[src/stok_pkg.sv]
`timescale 1ns / 1ps
package stok_pkg;

  // Offset and run length counters
  localparam int OFFSET_WIDTH = 16;
  localparam logic [OFFSET_WIDTH-1:0] OFFSET_MAX = '1;

  // Reported token fields
  localparam int TOKEN_WIDTH = 16;
  localparam int EXT_WIDTH   = (OFFSET_WIDTH > TOKEN_WIDTH) ? OFFSET_WIDTH : TOKEN_WIDTH;
  localparam logic [TOKEN_WIDTH-1:0] TOKEN_MAX = '1;

  // Result queue
  localparam int MAX_RESULTS = 3;
  localparam int QUEUE_DEPTH = 4;
  localparam int QPTR_W      = $clog2(QUEUE_DEPTH);
  localparam int QCNT_W      = $clog2(QUEUE_DEPTH + 1);
  localparam int RCNT_W      = $clog2(MAX_RESULTS + 1);

  // Bytes with special roles
  localparam logic [7:0] CH_SLASH = 8'h2F;
  localparam logic [7:0] CH_STAR  = 8'h2A;
  localparam logic [7:0] CH_DASH  = 8'h2D;
  localparam logic [7:0] CH_BAR   = 8'h7C;
  localparam logic [7:0] CH_LF    = 8'h0A;

  typedef enum logic [3:0] {
    KIND_LPAREN,
    KIND_RPAREN,
    KIND_LBRACE,
    KIND_RBRACE,
    KIND_SQUOTE,
    KIND_DQUOTE,
    KIND_BACKTICK,
    KIND_DASH_BAR,
    KIND_BAR_DASH,
    KIND_DOT,
    KIND_EQUALS,
    KIND_NUMBER,
    KIND_SYMBOL,
    KIND_OPERATOR,
    KIND_ERROR
  } kind_t;

  typedef enum logic [1:0] {
    RUN_NONE,
    RUN_NUM,
    RUN_SYM,
    RUN_OP
  } run_t;

  typedef enum logic [1:0] {
    CMT_NONE,
    CMT_BLOCK,
    CMT_LINE
  } cmt_t;

  typedef struct packed {
    logic ws;
    logic num;
    logic sym;
    logic op;
  } class_t;

  typedef struct packed {
    logic  hit;
    kind_t kind;
  } fixed_t;

  // One token produced inside the lexer step, before saturation
  typedef struct packed {
    logic                    vld;
    kind_t                   kind;
    logic [OFFSET_WIDTH-1:0] start;
    logic [OFFSET_WIDTH-1:0] len;
  } emit_t;

  // One queued result
  typedef struct packed {
    kind_t                  kind;
    logic [TOKEN_WIDTH-1:0] start;
    logic [TOKEN_WIDTH-1:0] len;
    logic                   last;
  } token_t;

  // Byte class flags
  function automatic class_t classify(input logic [7:0] b);
    class_t c;
    c     = '0;
    c.ws  = (b == 8'h20) || (b == 8'h09) || (b == 8'h0A) || (b == 8'h0D);
    c.num = ((b >= 8'h30) && (b <= 8'h39)) || (b == 8'h2E);
    c.sym = ((b >= 8'h61) && (b <= 8'h7A)) || ((b >= 8'h41) && (b <= 8'h5A)) ||
            ((b >= 8'h30) && (b <= 8'h39)) || (b == 8'h5F);
    case (b) inside
      8'h2D, 8'h2B, 8'h26, 8'h23, 8'h40, 8'h3C, 8'h3E, 8'h5B, 8'h5D, 8'h5E,
      8'h7E, 8'h25, 8'h7C, 8'h3D, 8'h24, 8'h5C, 8'h2F, 8'h2A, 8'h3A, 8'h3F,
      8'h21, 8'h2C, 8'h2E, 8'h3B,
      8'hE2, 8'h88, 8'h86, 8'h80, 8'hA2, 8'hC3, 8'hB7, 8'h97, 8'hC2, 8'hB0:
        c.op = 1'b1;
      default: c.op = 1'b0;
    endcase
    return c;
  endfunction

  // Single-byte fixed tokens
  function automatic fixed_t fixed_kind(input logic [7:0] b);
    fixed_t f;
    f.hit = 1'b1;
    unique case (b)
      8'h28:   f.kind = KIND_LPAREN;
      8'h29:   f.kind = KIND_RPAREN;
      8'h7B:   f.kind = KIND_LBRACE;
      8'h7D:   f.kind = KIND_RBRACE;
      8'h27:   f.kind = KIND_SQUOTE;
      8'h22:   f.kind = KIND_DQUOTE;
      8'h60:   f.kind = KIND_BACKTICK;
      8'h2E:   f.kind = KIND_DOT;
      8'h3D:   f.kind = KIND_EQUALS;
      default: begin
        f.hit  = 1'b0;
        f.kind = KIND_ERROR;
      end
    endcase
    return f;
  endfunction

  function automatic kind_t run_kind(input run_t rc);
    kind_t k;
    unique case (rc)
      RUN_NUM: k = KIND_NUMBER;
      RUN_SYM: k = KIND_SYMBOL;
      default: k = KIND_OPERATOR;
    endcase
    return k;
  endfunction

  function automatic logic run_member(input run_t rc, input class_t c);
    logic m;
    unique case (rc)
      RUN_NUM: m = c.num;
      RUN_SYM: m = c.sym;
      default: m = c.op;
    endcase
    return m;
  endfunction

  // Clamp a counter value to the reported field width
  function automatic logic [TOKEN_WIDTH-1:0] sat_token(input logic [OFFSET_WIDTH-1:0] v);
    logic [EXT_WIDTH-1:0] ext;
    ext = EXT_WIDTH'(v);
    return (ext > EXT_WIDTH'(TOKEN_MAX)) ? TOKEN_MAX : ext[TOKEN_WIDTH-1:0];
  endfunction

endpackage

[src/source_tokenizer.sv]
`timescale 1ns / 1ps
// Streaming maximal-munch lexer. Source bytes enter one per transfer on the text channel and
// tokens leave on the token channel as kind, start offset and length, with last_of_run set on
// the final token caused by a byte. A byte is registered, lexed from that register once the queue
// has room, and its zero to three tokens are written at once into a four-entry result queue, so
// the first token of a byte is offered from the queue registers after that write.
// A registered byte is lexed only while the queue holds at most one waiting token. With the
// token side always ready, a byte is taken every cycle as long as no byte yields more than one
// token; a byte with more tokens holds back the next byte until the queue drains, so token-heavy
// text runs at one token per cycle. The byte with end_of_text set flushes any open token and
// returns the lexer to its reset state, offset zero.
module source_tokenizer (
  input  logic        clk,
  input  logic        rst,
  input  logic        text_valid,
  output logic        text_ready,
  input  logic [7:0]  text_byte,
  input  logic        end_of_text,
  output logic        token_valid,
  input  logic        token_ready,
  output logic [3:0]  token_kind,
  output logic [15:0] token_start,
  output logic [15:0] token_length,
  output logic        last_of_run
);

  localparam int OW = stok_pkg::OFFSET_WIDTH;

  // Input register
  logic       stg_valid;
  logic [7:0] stg_byte;
  logic       stg_eot;

  // Lexer state
  logic [OW-1:0]      byte_offset, offset_next;
  stok_pkg::run_t     run_class, run_class_next;
  logic [OW-1:0]      run_start, run_start_next;
  logic [OW-1:0]      run_length, run_length_next;
  logic [7:0]         held_byte, held_byte_next;
  logic               held_valid, held_valid_next;
  stok_pkg::cmt_t     comment_mode, comment_next;
  logic               prior_was_star, star_next;

  // Step logic
  stok_pkg::class_t   cls;
  stok_pkg::fixed_t   fx;
  stok_pkg::emit_t    e1, e2, e3;
  stok_pkg::run_t     eff_class;
  logic [OW-1:0]      eff_len;
  logic               do_run, do_tsb;
  logic [stok_pkg::RCNT_W-1:0] res_count;
  stok_pkg::emit_t    slot [stok_pkg::MAX_RESULTS];
  stok_pkg::token_t   slot_tok [stok_pkg::MAX_RESULTS];

  // Result queue
  stok_pkg::token_t             queue [stok_pkg::QUEUE_DEPTH];
  logic [stok_pkg::QPTR_W-1:0]  wr_ptr, rd_ptr;
  logic [stok_pkg::QCNT_W-1:0]  count;
  logic                         space_ok, fire, pop;
  stok_pkg::token_t             head;

  assign space_ok   = count <= stok_pkg::QCNT_W'(stok_pkg::QUEUE_DEPTH - stok_pkg::MAX_RESULTS);
  assign fire       = stg_valid && space_ok;
  assign text_ready = !stg_valid || space_ok;

  // Load the input register
  always_ff @(posedge clk) begin
    if (rst) begin
      stg_valid <= 1'b0;
    end else if (text_ready) begin
      stg_valid <= text_valid;
    end
    if (text_valid && text_ready) begin
      stg_byte <= text_byte;
      stg_eot  <= end_of_text;
    end
  end

  assign cls = stok_pkg::classify(stg_byte);
  assign fx  = stok_pkg::fixed_kind(stg_byte);

  // Lex one byte against the current state
  always_comb begin
    offset_next     = byte_offset;
    run_class_next  = run_class;
    run_start_next  = run_start;
    run_length_next = run_length;
    held_byte_next  = held_byte;
    held_valid_next = held_valid;
    comment_next    = comment_mode;
    star_next       = prior_was_star;
    e1        = '0;
    e2        = '0;
    e3        = '0;
    do_run    = 1'b0;
    do_tsb    = 1'b0;
    eff_class = run_class;
    eff_len   = run_length;

    // Comments, held byte, or dispatch
    unique case (comment_mode)
      stok_pkg::CMT_BLOCK: begin
        if (prior_was_star && (stg_byte == stok_pkg::CH_SLASH)) begin
          comment_next = stok_pkg::CMT_NONE;
          star_next    = 1'b0;
        end else begin
          star_next = (stg_byte == stok_pkg::CH_STAR);
        end
      end
      stok_pkg::CMT_LINE: begin
        if (stg_byte == stok_pkg::CH_LF) begin
          comment_next = stok_pkg::CMT_NONE;
        end
      end
      default: begin
        if (held_valid) begin
          held_valid_next = 1'b0;
          held_byte_next  = '0;
          if ((held_byte == stok_pkg::CH_SLASH) && (stg_byte == stok_pkg::CH_STAR)) begin
            comment_next = stok_pkg::CMT_BLOCK;
            star_next    = 1'b1;
          end else if ((held_byte == stok_pkg::CH_SLASH) &&
                       (stg_byte == stok_pkg::CH_SLASH)) begin
            comment_next = stok_pkg::CMT_LINE;
          end else if ((held_byte == stok_pkg::CH_DASH) && (stg_byte == stok_pkg::CH_BAR)) begin
            e1 = '{1'b1, stok_pkg::KIND_DASH_BAR, run_start, OW'(2)};
          end else if ((held_byte == stok_pkg::CH_BAR) && (stg_byte == stok_pkg::CH_DASH)) begin
            e1 = '{1'b1, stok_pkg::KIND_BAR_DASH, run_start, OW'(2)};
          end else begin
            // held byte becomes a one-byte operator run
            do_run    = 1'b1;
            eff_class = stok_pkg::RUN_OP;
            eff_len   = OW'(1);
          end
        end else if (run_class != stok_pkg::RUN_NONE) begin
          do_run = 1'b1;
        end else begin
          do_tsb = 1'b1;
        end
      end
    endcase

    // Extend or close the open run
    if (do_run) begin
      run_class_next = eff_class;
      if (stok_pkg::run_member(eff_class, cls)) begin
        run_length_next = (eff_len != stok_pkg::OFFSET_MAX) ? eff_len + OW'(1) : eff_len;
      end else begin
        e1              = '{1'b1, stok_pkg::run_kind(eff_class), run_start, eff_len};
        run_class_next  = stok_pkg::RUN_NONE;
        run_length_next = eff_len;
        do_tsb          = 1'b1;
      end
    end

    // Start a new token at this byte
    if (do_tsb && !cls.ws) begin
      if ((stg_byte == stok_pkg::CH_SLASH) || (stg_byte == stok_pkg::CH_DASH) ||
          (stg_byte == stok_pkg::CH_BAR)) begin
        held_valid_next = 1'b1;
        held_byte_next  = stg_byte;
        run_start_next  = byte_offset;
      end else if (fx.hit) begin
        e2 = '{1'b1, fx.kind, byte_offset, OW'(1)};
      end else if (cls.num || cls.sym || cls.op) begin
        run_class_next  = cls.num ? stok_pkg::RUN_NUM :
                          cls.sym ? stok_pkg::RUN_SYM : stok_pkg::RUN_OP;
        run_start_next  = byte_offset;
        run_length_next = OW'(1);
      end else begin
        e2 = '{1'b1, stok_pkg::KIND_ERROR, byte_offset, OW'(1)};
      end
    end

    if (byte_offset != stok_pkg::OFFSET_MAX) begin
      offset_next = byte_offset + OW'(1);
    end

    // Flush at end of text and return to reset
    if (stg_eot) begin
      if (held_valid_next) begin
        e3 = '{1'b1, stok_pkg::KIND_OPERATOR, run_start_next, OW'(1)};
      end else if (run_class_next != stok_pkg::RUN_NONE) begin
        e3 = '{1'b1, stok_pkg::run_kind(run_class_next), run_start_next, run_length_next};
      end
      offset_next     = '0;
      run_class_next  = stok_pkg::RUN_NONE;
      run_start_next  = '0;
      run_length_next = '0;
      held_byte_next  = '0;
      held_valid_next = 1'b0;
      comment_next    = stok_pkg::CMT_NONE;
      star_next       = 1'b0;
    end
  end

  // Pack the produced tokens in order
  always_comb begin
    res_count = stok_pkg::RCNT_W'(e1.vld) + stok_pkg::RCNT_W'(e2.vld) +
                stok_pkg::RCNT_W'(e3.vld);
    slot[0] = e1.vld ? e1 : (e2.vld ? e2 : e3);
    slot[1] = e1.vld ? (e2.vld ? e2 : e3) : e3;
    slot[2] = e3;
    for (int i = 0; i < stok_pkg::MAX_RESULTS; i++) begin
      slot_tok[i].kind  = slot[i].kind;
      slot_tok[i].start = stok_pkg::sat_token(slot[i].start);
      slot_tok[i].len   = stok_pkg::sat_token(slot[i].len);
      slot_tok[i].last  = (stok_pkg::RCNT_W'(i + 1) == res_count);
    end
  end

  // Advance lexer state on each processed byte
  always_ff @(posedge clk) begin
    if (rst) begin
      byte_offset    <= '0;
      run_class      <= stok_pkg::RUN_NONE;
      run_start      <= '0;
      run_length     <= '0;
      held_byte      <= '0;
      held_valid     <= 1'b0;
      comment_mode   <= stok_pkg::CMT_NONE;
      prior_was_star <= 1'b0;
    end else if (fire) begin
      byte_offset    <= offset_next;
      run_class      <= run_class_next;
      run_start      <= run_start_next;
      run_length     <= run_length_next;
      held_byte      <= held_byte_next;
      held_valid     <= held_valid_next;
      comment_mode   <= comment_next;
      prior_was_star <= star_next;
    end
  end

  // Result queue: write up to three, drain one per transfer
  assign head        = queue[rd_ptr];
  assign token_valid = (count != '0);
  assign pop         = token_valid && token_ready;

  always_ff @(posedge clk) begin
    for (int i = 0; i < stok_pkg::MAX_RESULTS; i++) begin
      if (fire && (stok_pkg::RCNT_W'(i) < res_count)) begin
        queue[wr_ptr + stok_pkg::QPTR_W'(i)] <= slot_tok[i];
      end
    end
  end

  always_ff @(posedge clk) begin
    if (rst) begin
      wr_ptr <= '0;
      rd_ptr <= '0;
      count  <= '0;
    end else begin
      if (fire) begin
        wr_ptr <= wr_ptr + stok_pkg::QPTR_W'(res_count);
      end
      if (pop) begin
        rd_ptr <= rd_ptr + stok_pkg::QPTR_W'(1);
      end
      count <= count + (fire ? stok_pkg::QCNT_W'(res_count) : '0) -
               stok_pkg::QCNT_W'(pop);
    end
  end

  assign token_kind   = head.kind;
  assign token_start  = head.start;
  assign token_length = head.len;
  assign last_of_run  = head.last;

endmodule

[config.mk]
export PLATFORM = sky130hd
export DESIGN_NAME = source_tokenizer
export DESIGN_NICKNAME = d
export VERILOG_FILES = /design/src/stok_pkg.sv /design/src/source_tokenizer.sv
export SDC_FILE = /design/constraint.sdc
export NUM_CORES = 1
export LEC_CHECK = 0
export BUFFER_PORTS_ARGS = -buffer_cell sky130_fd_sc_hd__buf_2
export CAP_MARGIN = 10
export CORE_ASPECT_RATIO = 1.75
export CORE_MARGIN = 4
export CORE_UTILIZATION = 30
export CTS_CLUSTER_DIAMETER = 60
export DETAILED_ROUTE_END_ITERATION = 6
export SYNTH_ARGS = -nofsm -noshare
export SYNTH_HDL_FRONTEND = slang
export SYNTH_SLANG_ARGS = --single-unit
[constraint.sdc]
create_clock -name clk -period 8.4 [get_ports clk]
set_input_delay 1.68 -clock clk [delete_from_list [all_inputs] [get_ports clk]]
set_output_delay 1.68 -clock clk [all_outputs]
set_load 0.1 [all_outputs]
; ---- Word level (Yosys, flattened, before mapping)
; Memory sizes are Yosys's and may differ from the RTL's. A register that Yosys moved wholly into a read port is not among the register bits.
; Cells that the tools add are included.
[classes]
n_addsub = 10
order_cmp = 16
n_eq_ne = 63
n_mux = 112
reduce_logical = 44
[ops]
columns = cell, n
row1 = 37-bit two-way mux, 16
row2 = 16-bit two-way mux, 27
row3 = 8-bit by 6-bit equality test with 1-bit output (second input constant), 24
row4 = 36-bit two-way mux, 3
row5 = 8-bit by 7-bit equality test with 1-bit output (second input constant), 12
row6 = 16-bit greater-than comparator (second input constant), 6
row7 = 8-bit equality test (second input constant), 10
row8 = 2-bit two-way mux, 24
row9 = 8-bit two-way mux, 5
row10 = 37-bit OR reduction, 1
row11 = 4-bit one-hot mux with 9 select lines, 1
row12 = 34-bit OR reduction, 1
row13 = 16-bit by 1-bit adder with 16-bit output (second input constant), 2
row14 = 16-bit != test (second input constant), 2
row15 = 1-bit two-way mux, 31
row16 = 8-bit by 4-bit equality test with 1-bit output (second input constant), 3
row17 = 8-bit by 7-bit greater-or-equal comparator with 1-bit output (second input constant), 2
row18 = 8-bit by 7-bit less-or-equal comparator with 1-bit output (second input constant), 2
row19 = 1-bit logical AND, 15
row20 = 1-bit logical OR, 12
row21 = 3-bit one-hot mux with 2 select lines, 2
row22 = 3-bit nonzero test, 3
row23 = 9-bit OR reduction, 1
row24 = 8-bit by 6-bit greater-or-equal comparator with 1-bit output (second input constant), 1
row25 = 27 further kinds, 39
[totals]
register_bits = 79
ramBits = 148
output_inout_bits = 39
n_memories = 1
[mem_list]
columns = memory, words, width, read_ports, rd_clocked_by_memory_dff, write_ports, line_no
row1 = queue, 4, 37, 1, 1, 2, source_tokenizer.sv:56  ; stok_pkg::token_t queue [stok_pkg::QUEUE_DEPTH];

; ---- Depth between registers and ports, before layout
[depth]
ltp_word = 29
depth_mapped = 27
ltp_nobuf = 25

; ---- Worst setup path after synthesis
; Ideal clock, no wire load.
[synth_timing]
path_kind = register to register
startpoint = register stg_byte[4]
endpoint = memory queue[0][0] (netlist bit), enable pin
setup_time_ns = 0.444
t_arrival_ns = 6.421
required_ns = 7.956
slack_ns = 1.535
path_stages_with_launch = 20
path_buffers = 1
path_cell_list = edfxtp_1 or4b_4 nor4_2 a41oi_2 nor3b_1 nor2_1 inv_1 ha_1 inv_1 nor2_1 a2111oi_2 a21o_1 o2111a_1 nor2_1 a21oi_1 fa_1 clkbuf_1 xnor2_1 or3_1 a21oi_1
[synth_rtl]
columns = element, line_no
row1 = from (decl), source_tokenizer.sv:31  ; logic [7:0] stg_byte;
row2 = from (signal assigned), source_tokenizer.sv:74  ; stg_byte <= text_byte;
row3 = to (decl), source_tokenizer.sv:56

==> run metrics <==
final weighted congestion in routability-driven placement 0.8669; average size of a mapped cell 11.11 sq um; CP endpoint kind register; synthesis-to-layout area growth 12.48%; Final Slew Violations 0; total track usage 14.66%; Syn Inst Count 1,144; post-layout instance count excluding filler cells 1,720; FF+latch area 6158 sq um; share of the cycle needed by the critical path after routing 85.93%; post-CTS setup buffer count 0; input/output buffers 51; largest area contributor in the synthesized netlist sky130_fd_sc_hd__edfxtp_1; arrival time at the worst endpoint 7.61 ns; Period minus WS final 7.218 ns; maximum number of pins on one net before global-route repair 59; R2R cell count 17; GRT Residual Overflow 0; Boundary Pins 52; unrepaired setup endpoints after global routing false; register bit count reported by yosys 229; min setup slack post-route 1.182 ns; final setup skew 0.02543 ns; number of sinks on the clock net 229; Leakage 4.854 nW; total detailed-routing wirelength 34,060 um; number of buffers added by the clock tree synthesis step 24; drt first-iter violations 516; total instance count after detailed placement 1,677; tightest slew margin relative to the limit 18.51%; finished layout cell area 14,300 sq um; worst hold stages 2; drt wl/cell 19.80 um; worst slack after detailed placement 1.334 ns; Via density 5.397; total nets after synthesis 1,170; flip-flop cell with the highest count after synthesis sky130_fd_sc_hd__edfxtp_1; placeable core region 41,740 sq um; total die area 45,850 sq um; worst IR drop on VDD 158.7 uV; area of the mapped netlist 12,710 sq um; Worst Path Required 8.79 ns; class of the most critical setup path register to register; CTS root buffer sky130_fd_sc_hd__clkbuf_16; remaining antenna violation count after routing 0; Yosys cell types 91; total of endpoints with negative setup slack in the final report 0; fmax 138.5 MHz; fraction of final layout cells sized beyond drive strength 1 21.63%; number of warnings issued by yosys 0; die height 280.3 um; number of max-cap violations 0; total placed instance area 13,440 sq um; area taken by multi-input logic gates 6127 sq um; Min-Delay Path Class register to register; crit path launch type register; number of vias in the routed layout 9,282; total of fill cells in the finished design 4,174; number of remaining DRC errors 0; sum of negative setup slack 0 ns; number of global-route vias before repair 9,551; half-perimeter wire length after placement 23,290 um; Std-Cell Rows 99; largest cells by area after synthesis sky130_fd_sc_hd__edfxtp_1 (37%), sky130_fd_sc_hd__dfxtp_1 (11%), sky130_fd_sc_hd__mux4_2 (6.6%), sky130_fd_sc_hd__mux2_2 (5.7%), sky130_fd_sc_hd__a22o_1 (4.8%); Post-CTS Hold Buffers 0; clock insertion delay at the later pin of the skew report 0.55 ns; largest fanout on the critical path 21; Clock Pin Slew Worst Setup and Hold Paths 0.07 ns; pin slew with the least headroom to its limit 1.218 ns; first drt pass iteration count 5; top-count cell post-synth sky130_fd_sc_hd__edfxtp_1; post-layout net count 1,174; antenna cells 0; power density normalized to cell area 276.9 nW/um^2; CTS HTree Levels 1; initial core utilization 30.44%; fraction of the yosys area taken by sequential cells 48.44%; ys async rst share 0%; result of the run finished clean; post_cts resized 0; clock tree from TritonCTS done; initial antenna violation count 0; Die W 163.6 um; number of enable-type register cells in the synthesized netlist 157; Final Hold Vio Count 0; top-area cell type share of the netlist area 37.10%; wire length of the first global-routing pass 53,160 um; Bufs on Longest Clock Path 3; top post-synthesis cells by count sky130_fd_sc_hd__edfxtp_1 (157), sky130_fd_sc_hd__nor2_1 (106), sky130_fd_sc_hd__nand2_1 (83), sky130_fd_sc_hd__dfxtp_1 (72), sky130_fd_sc_hd__a22o_1 (69)
==> power by group <==
part / switching (mW) / total, mW / internal, mW
combinational: 1.11 / 1.44 / 0.336
clock: 0.482 / 1.15 / 0.667
sequential: 0.0623 / 1.37 / 1.30
total: 1.65 / 3.96 / 2.31
==> flip-flops by register name, indices dropped and copies added (netlist names), 3 cells and up, named ones only <==
name and count:
held_byte 8, count 3, run_start 16, run_length 16, stg_byte 8, byte_offset 16
queue 148
==> worst max-delay path, cell delays in order (launching register included) <==
cell and delay [ns]:
sky130_fd_sc_hd__edfxtp_1 0.86, sky130_fd_sc_hd__xnor2_1 0.27, sky130_fd_sc_hd__a41oi_2 0.37, sky130_fd_sc_hd__nor3b_1 0.82, sky130_fd_sc_hd__nor2_1 0.22, sky130_fd_sc_hd__ha_1 0.26, sky130_fd_sc_hd__inv_1 0.07, sky130_fd_sc_hd__nor2_1 0.05
sky130_fd_sc_hd__a2111oi_2 0.43, sky130_fd_sc_hd__a21o_1 0.45, sky130_fd_sc_hd__o2111a_1 0.33, sky130_fd_sc_hd__nor2_1 0.08, sky130_fd_sc_hd__a21oi_1 0.28, sky130_fd_sc_hd__fa_1 0.68, sky130_fd_sc_hd__nand3_1 0.35, sky130_fd_sc_hd__nand3_1 0.22
sky130_fd_sc_hd__nor2_1 0.99, sky130_fd_sc_hd__a22o_1 0.29
==> placed cells by master (no fill, tap or decap), types with 31 or more instances in the layout <==
cell type                  netlist  routed
sky130_fd_sc_hd__a22o_1         69      69
sky130_fd_sc_hd__nor2_1        106     105
sky130_fd_sc_hd__nand2_1        83      83
sky130_fd_sc_hd__dfxtp_1        72      70
sky130_fd_sc_hd__a21oi_1        54      52
sky130_fd_sc_hd__mux4_2         37      37
sky130_fd_sc_hd__o21ai_0        46      46
sky130_fd_sc_hd__buf_2          17      51
sky130_fd_sc_hd__nand3_1        31      31
sky130_fd_sc_hd__mux2_2         64      64
sky130_fd_sc_hd__edfxtp_1      157     157
==> layer usage <==
layer / global-route usage [%] / vias up / routed length, um
met1: 15.53 / 4630 / 12400
met4: 6.974 / 0 / 1461
met3: 1.720 / 78 / 1388
met5: 0 / - / 0
li1: - / 4354 / -
met2: 28.33 / 220 / 18800
==> logic make-up (layout without fill, tap and decap cells) <==
kind of cell | count (synthesis) | in the layout | synth area share, %
AO/OA/AOI/OAI | 266 | 266 | 15.19
XOR/XNOR | 35 | 35 | 2.412
adder cells (fa/ha/maj) | 13 | 13 | 1.398
buffers and inverters | 110 | 131 | 3.594
flip-flops | 229 | 229 | 48.44
multiplexers | 120 | 120 | 13.72
AND/OR/NAND/NOR | 371 | 371 | 15.24
==> per-stage QoR <==
stage	hold slack, ns	utilization, %	total power [mW]
after floorplan	0.4446	-	2.549
after global placement	0.4572	32.19	2.839
after detailed placement	0.4686	32.19	2.853
after CTS	0.4770	34.24	4.004
after global routing	0.4940	34.24	4.122
final	0.4765	34.24	3.958
==> final timing paths <==
check                  to  slack, ns         start
max           queue[1][8]       1.18   stg_byte[2]
min          held_byte[5]       0.48  held_byte[5]
max reg2reg   queue[1][8]       1.18   stg_byte[2]
min reg2reg  held_byte[5]       0.48  held_byte[5]
==> final cells by class <==
class / instances / share of cell area, %
repair buffers: 68 / 2.678
inverters: 20 / 0.5252
clock buffers: 26 / 4.324
well taps: 555 / 4.858
flip-flops and latches: 229 / 43.08
multi-input cells: 805 / 42.86
clock inverters: 17 / 1.672
Power figures use the tool's default switching activity.
